<file path="config.mk">
export PLATFORM = sky130hd
export DESIGN_NAME = mandelbrot_escape_time_core
export DESIGN_NICKNAME = d
export VERILOG_FILES = /design/src/hw/rtl/met_pkg.sv /design/src/hw/rtl/met_mul.sv /design/src/hw/rtl/met_cfg.sv /design/src/hw/rtl/mandelbrot_escape_time_core.sv
export SDC_FILE = /design/constraint.sdc
export NUM_CORES = 2
export LEC_CHECK = 0
export CORE_ASPECT_RATIO = 1.1
export CORE_UTILIZATION = 50
export CTS_BUF_LIST = sky130_fd_sc_hd__clkbuf_4
export DETAILED_ROUTE_END_ITERATION = 8
export DONT_BUFFER_PORTS = 1
export PLACE_DENSITY = 0.64
export SETUP_SLACK_MARGIN = 0.02
export SKIP_CTS_REPAIR_TIMING = 1
export SLEW_MARGIN = 5
export SYNTH_ARGS = -nofsm -noshare
export SYNTH_HDL_FRONTEND = slang
export SYNTH_SLANG_ARGS = --single-unit
</file>
<file path="constraint.sdc">
create_clock -name i_clk -period 11.47 [get_ports i_clk]
set_clock_uncertainty 0.1 [all_clocks]
set_input_delay 1.7205 -clock i_clk [delete_from_list [all_inputs] [get_ports i_clk]]
set_output_delay 1.7205 -clock i_clk [all_outputs]
set_load 0.01 [all_outputs]
</file>
<file path="src/hw/rtl/met_pkg.sv">
// Shared constants and types for the escape-time iteration core.
`default_nettype none

package met_pkg;

    localparam int FRAC_BITS    = 28;
    localparam int COUNT_BITS   = 16;
    localparam int IN_FRAC      = 28;
    localparam int INT_BITS     = 20;
    localparam int CFG_W        = 16;
    localparam int ADDR_W       = 3;
    localparam int DATA_W       = 32;

    localparam logic [CFG_W-1:0] DEF_MAX_ITER = 16'd512;
    localparam logic [CFG_W-1:0] DEF_ESCAPE   = 16'd40000;

    localparam logic CFG_IDX_MAX_ITER = 1'b0;
    localparam logic CFG_IDX_ESCAPE   = 1'b1;

    typedef struct packed {
        logic [CFG_W-1:0] max_iter;
        logic [CFG_W-1:0] esc_lim;
    } t_cfg;

endpackage

`default_nettype wire

</file>
<file path="src/hw/rtl/met_mul.sv">
// Shared multi-cycle signed multiplier built from four registered limb products.
`default_nettype none

module met_mul #(
    parameter int OP_W = met_pkg::FRAC_BITS + met_pkg::INT_BITS + 1
) (
    input  wire logic                           i_clk,
    input  wire logic                           i_rst_n,
    input  wire logic                           i_start,
    input  wire logic signed [OP_W-1:0]         i_a,
    input  wire logic signed [OP_W-1:0]         i_b,
    output logic                                o_done,
    output logic signed [4*((OP_W+1)/2)-1:0]    o_prod
);

    localparam int LB = (OP_W + 1) / 2;
    localparam int HW = 2 * LB;
    localparam int PW = 4 * LB;

    logic              r_busy;
    logic [2:0]        r_cnt;
    logic              r_done;
    logic [HW-1:0]     r_mag_a;
    logic [HW-1:0]     r_mag_b;
    logic              r_neg;
    logic [HW-1:0]     r_pp;
    logic [1:0]        r_pp_k;
    logic [PW-1:0]     r_acc;
    logic signed [PW-1:0] r_prod;

    logic [OP_W-1:0]   w_abs_a;
    logic [OP_W-1:0]   w_abs_b;
    logic [LB-1:0]     w_limb_a;
    logic [LB-1:0]     w_limb_b;
    logic [PW-1:0]     w_pp_sh;

    assign w_abs_a  = i_a[OP_W-1] ? OP_W'(-i_a) : OP_W'(i_a);
    assign w_abs_b  = i_b[OP_W-1] ? OP_W'(-i_b) : OP_W'(i_b);
    assign w_limb_a = r_cnt[0] ? r_mag_a[HW-1:LB] : r_mag_a[LB-1:0];
    assign w_limb_b = r_cnt[1] ? r_mag_b[HW-1:LB] : r_mag_b[LB-1:0];

    always_comb begin
        case (r_pp_k)
            2'd0:    w_pp_sh = PW'(r_pp);
            2'd3:    w_pp_sh = PW'(r_pp) << HW;
            default: w_pp_sh = PW'(r_pp) << LB;
        endcase
    end

    always_ff @(posedge i_clk) begin
        if (!i_rst_n) begin
            r_busy <= 1'b0;
            r_cnt  <= 3'd0;
            r_done <= 1'b0;
        end else begin
            r_done <= 1'b0;
            if (i_start) begin
                r_busy <= 1'b1;
                r_cnt  <= 3'd0;
            end else if (r_busy) begin
                r_cnt <= r_cnt + 3'd1;
                if (r_cnt == 3'd5) begin
                    r_busy <= 1'b0;
                    r_done <= 1'b1;
                end
            end
        end
    end

    always_ff @(posedge i_clk) begin
        if (i_start) begin
            r_mag_a <= HW'(w_abs_a);
            r_mag_b <= HW'(w_abs_b);
            r_neg   <= i_a[OP_W-1] ^ i_b[OP_W-1];
            r_acc   <= '0;
        end else if (r_busy) begin
            if (r_cnt < 3'd4) begin
                r_pp   <= HW'(w_limb_a) * HW'(w_limb_b);
                r_pp_k <= r_cnt[1:0];
            end
            if (r_cnt >= 3'd1 && r_cnt <= 3'd4) begin
                r_acc <= r_acc + w_pp_sh;
            end
            if (r_cnt == 3'd5) begin
                r_prod <= r_neg ? $signed(-r_acc) : $signed(r_acc);
            end
        end
    end

    assign o_done = r_done;
    assign o_prod = r_prod;

endmodule

`default_nettype wire

</file>
<file path="src/hw/rtl/met_cfg.sv">
// APB register file holding the iteration limit and the escape bound.
`default_nettype none

module met_cfg (
    input  wire logic                          i_clk,
    input  wire logic                          i_rst_n,
    input  wire logic                          psel,
    input  wire logic                          penable,
    input  wire logic                          pwrite,
    input  wire logic [met_pkg::ADDR_W-1:0]    paddr,
    input  wire logic [met_pkg::DATA_W-1:0]    pwdata,
    output logic [met_pkg::DATA_W-1:0]         prdata,
    output logic                               pready,
    output met_pkg::t_cfg                      o_cfg
);

    met_pkg::t_cfg r_cfg;
    logic          w_wr;

    assign w_wr   = psel & penable & pwrite;
    assign pready = 1'b1;

    always_ff @(posedge i_clk) begin
        if (!i_rst_n) begin
            r_cfg.max_iter <= met_pkg::DEF_MAX_ITER;
            r_cfg.esc_lim  <= met_pkg::DEF_ESCAPE;
        end else if (w_wr) begin
            unique case (paddr[2])
                met_pkg::CFG_IDX_MAX_ITER: r_cfg.max_iter <= pwdata[met_pkg::CFG_W-1:0];
                met_pkg::CFG_IDX_ESCAPE:   r_cfg.esc_lim  <= pwdata[met_pkg::CFG_W-1:0];
                default: ;
            endcase
        end
    end

    always_comb begin
        unique case (paddr[2])
            met_pkg::CFG_IDX_MAX_ITER: prdata = met_pkg::DATA_W'(r_cfg.max_iter);
            met_pkg::CFG_IDX_ESCAPE:   prdata = met_pkg::DATA_W'(r_cfg.esc_lim);
            default:                   prdata = '0;
        endcase
    end

    assign o_cfg = r_cfg;

endmodule

`default_nettype wire

</file>
<file path="src/hw/rtl/mandelbrot_escape_time_core.sv">
// Top level: per-pass sequencer around one shared multiplier for escape-time iteration.
// Each pass runs four multiplies on the shared unit, MA, MB, SR and SI in that order, then a test.
// One point is worked on at a time, and the input is ready again in the same cycle that
// the result is registered; a result still waiting on the output holds the final test
// of the next point.
// Synchronous active-low reset restores max_iterations to 512 and escape_limit_sq to 40000.
`default_nettype none

module mandelbrot_escape_time_core #(
    parameter int FRAC_BITS  = met_pkg::FRAC_BITS,
    parameter int COUNT_BITS = met_pkg::COUNT_BITS
) (
    input  wire logic                          i_clk,
    input  wire logic                          i_rst_n,
    input  wire logic                          i_in_valid,
    output logic                               o_in_ready,
    input  wire logic signed [31:0]            i_c_re,
    input  wire logic signed [31:0]            i_c_im,
    output logic                               o_out_valid,
    input  wire logic                          i_out_ready,
    output logic [15:0]                        o_step_count,
    output logic                               o_in_set,
    input  wire logic                          psel,
    input  wire logic                          penable,
    input  wire logic                          pwrite,
    input  wire logic [met_pkg::ADDR_W-1:0]    paddr,
    input  wire logic [met_pkg::DATA_W-1:0]    pwdata,
    output logic [met_pkg::DATA_W-1:0]         prdata,
    output logic                               pready
);

    localparam int ZW = FRAC_BITS + met_pkg::INT_BITS;
    localparam int MW = ZW + 1;
    localparam int LB = (MW + 1) / 2;
    localparam int PW = 4 * LB;
    localparam int SW = 2 * ZW;
    localparam int LW = (COUNT_BITS > met_pkg::CFG_W) ? COUNT_BITS : met_pkg::CFG_W;

    localparam logic [2:0] S_IDLE = 3'd0;
    localparam logic [2:0] S_MA   = 3'd1;
    localparam logic [2:0] S_MB   = 3'd2;
    localparam logic [2:0] S_SR   = 3'd3;
    localparam logic [2:0] S_SI   = 3'd4;
    localparam logic [2:0] S_TEST = 3'd5;

    met_pkg::t_cfg w_cfg;

    logic [2:0]              r_state;
    logic                    r_wait;
    logic signed [ZW-1:0]    r_cr;
    logic signed [ZW-1:0]    r_ci;
    logic signed [ZW-1:0]    r_zr;
    logic signed [ZW-1:0]    r_zi;
    logic signed [ZW-1:0]    r_nr;
    logic signed [ZW-1:0]    r_ni;
    logic [SW-1:0]           r_sr;
    logic [SW-1:0]           r_sum;
    logic [COUNT_BITS-1:0]   r_count;
    logic                    r_out_valid;
    logic [COUNT_BITS-1:0]   r_res_count;
    logic                    r_res_in_set;

    logic signed [ZW-1:0]    w_cr_in;
    logic signed [ZW-1:0]    w_ci_in;
    logic signed [ZW-1:0]    w_cre_ext;
    logic signed [ZW-1:0]    w_cim_ext;
    logic signed [MW-1:0]    w_op_a;
    logic signed [MW-1:0]    w_op_b;
    logic                    w_start;
    logic                    w_done;
    logic signed [PW-1:0]    w_prod;
    logic signed [ZW-1:0]    w_nr_new;
    logic signed [ZW-1:0]    w_ni_new;
    logic [LW-1:0]           w_req;
    logic [LW-1:0]           w_cmax;
    logic [LW-1:0]           w_lim_w;
    logic [COUNT_BITS-1:0]   w_limit;
    logic [SW-1:0]           w_bound;
    logic                    w_finish;
    logic                    w_out_free;
    logic                    w_in_acc;

    met_cfg u_cfg (
        .i_clk   (i_clk),
        .i_rst_n (i_rst_n),
        .psel    (psel),
        .penable (penable),
        .pwrite  (pwrite),
        .paddr   (paddr),
        .pwdata  (pwdata),
        .prdata  (prdata),
        .pready  (pready),
        .o_cfg   (w_cfg)
    );

    met_mul #(
        .OP_W (MW)
    ) u_mul (
        .i_clk   (i_clk),
        .i_rst_n (i_rst_n),
        .i_start (w_start),
        .i_a     (w_op_a),
        .i_b     (w_op_b),
        .o_done  (w_done),
        .o_prod  (w_prod)
    );

    assign w_cre_ext = ZW'(i_c_re);
    assign w_cim_ext = ZW'(i_c_im);

    generate
        if (FRAC_BITS >= met_pkg::IN_FRAC) begin : g_align_up
            assign w_cr_in = w_cre_ext <<< (FRAC_BITS - met_pkg::IN_FRAC);
            assign w_ci_in = w_cim_ext <<< (FRAC_BITS - met_pkg::IN_FRAC);
        end else begin : g_align_dn
            assign w_cr_in = w_cre_ext >>> (met_pkg::IN_FRAC - FRAC_BITS);
            assign w_ci_in = w_cim_ext >>> (met_pkg::IN_FRAC - FRAC_BITS);
        end
    endgenerate

    assign w_req  = LW'(w_cfg.max_iter);
    assign w_cmax = LW'({COUNT_BITS{1'b1}});

    always_comb begin
        w_lim_w = (w_req == '0) ? LW'(1) : w_req;
        if (w_lim_w > w_cmax) begin
            w_lim_w = w_cmax;
        end
    end

    assign w_limit = COUNT_BITS'(w_lim_w);
    assign w_bound = SW'(w_cfg.esc_lim) << (2 * FRAC_BITS);

    always_comb begin
        unique case (r_state)
            S_MA: begin
                w_op_a = MW'(r_zr) - MW'(r_zi);
                w_op_b = MW'(r_zr) + MW'(r_zi);
            end
            S_MB: begin
                w_op_a = MW'(r_zr);
                w_op_b = MW'(r_zi);
            end
            S_SR: begin
                w_op_a = MW'(r_nr);
                w_op_b = MW'(r_nr);
            end
            S_SI: begin
                w_op_a = MW'(r_ni);
                w_op_b = MW'(r_ni);
            end
            default: begin
                w_op_a = '0;
                w_op_b = '0;
            end
        endcase
    end

    assign w_start = !r_wait && (r_state == S_MA || r_state == S_MB ||
                                 r_state == S_SR || r_state == S_SI);

    assign w_nr_new   = ZW'(w_prod >>> FRAC_BITS) + r_cr;
    assign w_ni_new   = ZW'(w_prod >>> (FRAC_BITS - 1)) + r_ci;
    assign w_finish   = (r_count == w_limit) || !(r_sum < w_bound);
    assign w_out_free = !r_out_valid || i_out_ready;
    assign w_in_acc   = i_in_valid && (r_state == S_IDLE);

    always_ff @(posedge i_clk) begin
        if (!i_rst_n) begin
            r_state     <= S_IDLE;
            r_wait      <= 1'b0;
            r_out_valid <= 1'b0;
        end else begin
            if (r_state == S_TEST && w_finish && w_out_free) begin
                r_out_valid <= 1'b1;
            end else if (r_out_valid && i_out_ready) begin
                r_out_valid <= 1'b0;
            end
            if (w_start) begin
                r_wait <= 1'b1;
            end else if (w_done) begin
                r_wait <= 1'b0;
            end
            unique case (r_state)
                S_IDLE: begin
                    if (w_in_acc) begin
                        r_state <= S_MA;
                    end
                end
                S_MA: begin
                    if (w_done) begin
                        r_state <= S_MB;
                    end
                end
                S_MB: begin
                    if (w_done) begin
                        r_state <= S_SR;
                    end
                end
                S_SR: begin
                    if (w_done) begin
                        r_state <= S_SI;
                    end
                end
                S_SI: begin
                    if (w_done) begin
                        r_state <= S_TEST;
                    end
                end
                S_TEST: begin
                    if (!w_finish) begin
                        r_state <= S_MA;
                    end else if (w_out_free) begin
                        r_state <= S_IDLE;
                    end
                end
                default: r_state <= S_IDLE;
            endcase
        end
    end

    always_ff @(posedge i_clk) begin
        if (w_in_acc) begin
            r_cr    <= w_cr_in;
            r_ci    <= w_ci_in;
            r_zr    <= '0;
            r_zi    <= '0;
            r_count <= '0;
        end
        if (w_done) begin
            case (r_state)
                S_MA: r_nr <= w_nr_new;
                S_MB: r_ni <= w_ni_new;
                S_SR: r_sr <= SW'(w_prod);
                S_SI: begin
                    r_sum   <= r_sr + SW'(w_prod);
                    r_zr    <= r_nr;
                    r_zi    <= r_ni;
                    r_count <= r_count + COUNT_BITS'(1);
                end
                default: ;
            endcase
        end
        if (r_state == S_TEST && w_finish && w_out_free) begin
            r_res_count  <= r_count;
            r_res_in_set <= (r_count == w_limit);
        end
    end

    assign o_in_ready   = (r_state == S_IDLE);
    assign o_out_valid  = r_out_valid;
    assign o_step_count = 16'(r_res_count);
    assign o_in_set     = r_res_in_set;

endmodule

`default_nettype wire

</file>
**Word-level counts from Yosys, hierarchy flattened**

Index checks and enable logic that the tools add are counted.

- Add/sub/neg operators: 11
- Multiply operators: 1
- $lt $le $gt $ge: 5
- Equality and inequality tests: 14
- Multiplexer cells: 36
- Bitwise gates (word level): 7
- Reductions and logical operators: 31

Operator list:

| kind | number |
|---|---|
| $pmux 49 s4 | 2 |
| $mux 48 | 8 |
| $pmux 100 s2 | 1 |
| $add 100x100->100 | 1 |
| $neg 49->49 | 2 |
| $add 48x32->48 | 2 |
| $add 96x96->96 | 1 |
| $lt 96x72->1 | 1 |
| $mux 96 | 1 |
| $neg 96->96 | 1 |
| $mux 16 | 5 |
| $pmux 32 s2 | 1 |
| $mul 25x25->50 | 1 |
| $mux 25 | 2 |
| $add 48x48->49 | 1 |
| $sub 48x48->49 | 1 |
| $mux 3 | 7 |
| $pmux 3 s6 | 1 |
| $add 16x1->16 const B | 1 |
| $eq 16x16->1 | 1 |
| $gt 16x16->1 const B | 1 |
| $logic_not 16->1 | 1 |
| $reduce_and 2->1 | 7 |
| $ne 2x1->1 const B | 5 |
| 23 further kinds | 50 |

- Register bits after elaboration: 870
- Input port bits: 106
- Output and inout bits: 52

**Logic depth before layout (Yosys ltp)**

- Depth in word-level cells: 9
- Depth in mapped cells: 32
- Gate-level depth less buffers: 29

**Cells and area by module**

Synthesis repeated with hierarchy kept, for this count alone.

- Cell total of the unflattened synthesis: 8213
- Area, all modules: 75851.5 µm²

Modules (own cells, without submodules):

| module | times used | cells an instance | area an instance (µm²) |
|---|---|---|---|
| met_mul | 1 | 4835 | 43295.3 |
| mandelbrot_escape_time_core | 1 | 3211 | 30939.7 |
| met_cfg | 1 | 167 | 1616.6 |

**Worst setup path after synthesis**

OpenSTA, ideal clock, no wires.

- Kind: reg2reg
- From: register u_mul.r_cnt[1]
- To: register u_mul.r_pp[49] (data pin)
- Setup time: 264 ps
- Arrival time: 8332 ps
- Data required time: 11106 ps
- Slack: 2775 ps
- Cell stages (with the launch flop): 32
- Buffers on the path: 3
- Clock period less this slack: 8695 ps
- Path through: dfxtp_1 -> clkbuf_1 -> buf_1 -> mux2i_1 -> clkbuf_1 -> nor2_1 -> fa_1 -> inv_1 -> fa_1 -> inv_1 -> fa_1 -> inv_1 -> fa_1 -> inv_1 -> fa_1 -> fa_1 -> inv_1 -> fa_1 -> inv_1 -> ha_1 -> a21o_1 -> a21o_1 -> a21oi_1 -> nand3_1 -> o41ai_1 -> o221ai_1 -> o41ai_1 -> a31o_2 -> o221a_2 -> o21ai_0 -> a211oi_1 -> xnor2_1

- Word-level cells in the longest chain between the ends: 2

Ends and longest elaborated chain:

| item | line | text |
|---|---|---|
| start: declaration | met_mul.sv:21 | `logic [2:0] r_cnt;` |
| start signal: assignment | met_mul.sv:61 | `r_cnt <= r_cnt + 3'd1;` |
| $mux 25 | met_mul.sv:40 | `assign w_limb_b = r_cnt[1] ? r_mag_b[HW-1:LB] : r_mag_b[LB-1:0];` |
| $mul 25x25->50 | met_mul.sv:78 | `r_pp <= HW'(w_limb_a) * HW'(w_limb_b);` |
| end signal: assignment | met_mul.sv:78 |  |
| end: declaration | met_mul.sv:26 | `logic [HW-1:0] r_pp;` |

No other way between the ends.
A chain may end at the register's enable or synchronous reset.

**Final worst setup path**

- From: register u_mul.r_cnt[0]
- To: register u_mul.r_pp[49] (data pin)

- Word-level cells in the longest chain between the ends: 2

Ends and longest elaborated chain:

| item | line | text |
|---|---|---|
| $mux 25 | met_mul.sv:39 | `assign w_limb_a = r_cnt[0] ? r_mag_a[HW-1:LB] : r_mag_a[LB-1:0];` |
| $mul 25x25->50 | met_mul.sv:78 |  |

No other way between the ends.

==> results.md <==
* Final worst path period share at 88.1%
* Total gr overflow at 0
* Clk sink count at 810
* # setup viols final at 0
* Synth warn at 0
* I/O pin cnt at 158
* DR vias at 64200
* Register area share after synthesis at 28.9%
* Cells after Synth at 8399
* Commonest non-fill, non-tap cell in the layout: nand2_1
* Library cells used by synthesis at 89
* Die W at 373 µm
* Post-Route WL at 261000 µm
* Cell row count at 149
* Clock buffer depth at 3
* Max FO, Critical Path at 26
* Post-route minimum period at 10.11 ns
* CP max stage delay at 0.92 ns
* Commonest non-fill, non-tap cells in the layout: nand2_1, inv_1, nor2_1, ha_1, a21oi_1
* Final hold violation count at 0
* Crit-path leading delay family: adder cells
* Initial Util at 50.4%
* Max-slew violations at 0
* Number of iterations in the first detailed-routing pass at 6
* Layout cell share with drive strength beyond 1 at 7.24%
* Max-Cap Viols at 0
* Drt drc at 0
* Floorplan Core Area at 150000 µm²
* Synth-to-layout area growth at 6.48%
* Crit path buf inv count at 5
* Cts bufs inserted at 217
* Measured slew at the worst slew-check pin at 1.31 ns
* 1st-iter DRT viols at 6125
* Crit start category: flop
* Critical path's slowest cell: mux2i_1
* Routed Antenna Nets at 0
* Met3 WL at 20000 µm
* Ys flop type: edfxtp_1
* Tot GR Track Use at 34.1%
* First-pass GRT wire length at 390000 µm
* Die Y at 410 µm
* CTS tree: done
* Mean post-synth cell area at 8.99 µm²
* Post-synth ARST share at 0%
* Max H-tree Level at 4
* WL met2 at 120000 µm
* DP Wirelength at 204000 µm
* Vias in the first global route at 62000
* WP data required at 12.28 ns
* Layout Nets at 9576
* Die area at 153000 µm²
* Worst-skew pair later-pin latency at 1.27 ns
* Netlist Area Pre-Place at 75500 µm²
* Status: finished, final reports clean
* Kind of critical path: flop to flop
* Slew margin rel. at 11.5%
* Wire length per cell at 24.8 µm
* Placer Congestion at 1.01
* Metal1 wirelength at 105000 µm
* Root buf cell: clkbuf_4
* Setup TNS Final at 0 ns
* Port-buffer cells at 0
* RSZ-0062 raised after global routing: no
* #FFs+latches synth at 810
* Drt via density at 6.10
* WP data arrival at 10.92 ns
* Max Clock Freq at 98.9 MHz
* Critical Path End Type: flop
* Top sig layer: met5
* Largest net degree at the start of global routing at 97
* Post-synth EDFFs at 560
* Worst-path clk slew at 0.08 ns
* Most used cell, CP: fa_1
* Worst Hold Class: flop to flop
* Antenna violations before repair at 16
cells in the mapped netlist, drive strengths merged (47+ instances only):
master	instances	area share (%)
nor4	67	0.56
a21boi	48	0.48
nor3	120	0.80
nand2	1025	5.1
ha	588	9.7
xnor2	356	4.1
and2	88	0.73
inv	805	4.0
buf	56	0.38
nand2b	69	0.57
a21oi	563	3.7
a22o	49	0.57
o21a	65	0.65
nor2b	72	0.60
a21o	227	2.3
a31oi	67	0.56
clkbuf	332	1.7
dfxtp	250	6.6
mux2	65	0.97
o21bai	78	0.78
o31ai	115	1.2
nor2	663	3.3
o21ai	428	2.8
edfxtp	560	22
and3	47	0.39
xor2	151	1.8
nand4	107	0.89
mux2i	138	1.8
nand3	136	0.90
fa	531	14
or3	55	0.46
state kept, by name, indices dropped and copies added, names as in the netlist, 32 cells and up:
name and count:
r_nr 48, r_sum 40, u_mul.r_mag_a 49, r_zi 48, r_ci 32, r_zr 48, u_mul.r_pp 50, r_sr 96
u_mul.o_prod 96, u_cfg.o_cfg 32, u_mul.r_mag_b 49, r_ni 48, u_mul.r_acc 96, r_cr 32
cell type report:
class                      count  area [µm²]
timing repair buffer         106         813
sequential                   810       21800
multi-input combinational   6410       49300
inverter                     806        3040
tap                         1963        2460
clock buffer                 317        2380
fill                       14100       69500
clock inverter                92         547
antenna                       13        32.5
worst paths after layout:
kind                                    start                        to  slack [ns]  cells past startpoint
setup / recovery  u_mul.r_cnt[0]$_SDFFE_PP0P_  u_mul.r_pp[49]$_DFFE_PP_        1.36                     27
hold / removal             r_ni[42]$_DFFE_PP_          r_zi[42]$_DFF_P_        0.35                      2
setup reg to reg  u_mul.r_cnt[0]$_SDFFE_PP0P_  u_mul.r_pp[49]$_DFFE_PP_        1.36                     27
hold reg to reg            r_ni[42]$_DFFE_PP_          r_zi[42]$_DFF_P_        0.35                      2
routing by layer:
layer	vias up	track usage [%]
li1	29400	-
met1	31600	44.0
met2	2683	53.8
met3	590	6.40
met4	2	18.7
met5	-	0
cell families after synthesis:
family | count (synthesis) | synth area share (%)
muxes | 203 | 2.80
other | 2 | 0.00994
buffers and inverters | 1194 | 6.04
AOI/OAI and AO/OA | 1996 | 17.1
and+or+nand+nor | 2568 | 15.5
DFF | 810 | 28.9
xor gates and xnor gates | 507 | 5.88
adders and majority gates | 1119 | 23.8
through the flow:
step	worst slack (ns)	utilization, %	hold WS [ns]	instance area [µm²]	cells
2_1_floorplan	2.77	-	0.327	75600	8414
3_3_place_gp	1.64	51.7	0.344	77400	10100
3_5_place_dp	1.56	51.7	0.341	77400	10100
4_1_cts	1.51	53.6	0.284	80400	10500
5_1_grt	0.897	53.6	0.341	80400	10500
6_report	1.36	53.6	0.350	80400	10500
worst min-delay path: stages, from the launching register on:
cell	delay, ns
edfxtp_1	0.36
nand2_1	0.06
o31ai_1	0.06
Power is left out: the tool's default activity adds up to more than one toggle a clock period on the data nets, which glitch-free logic cannot reach.
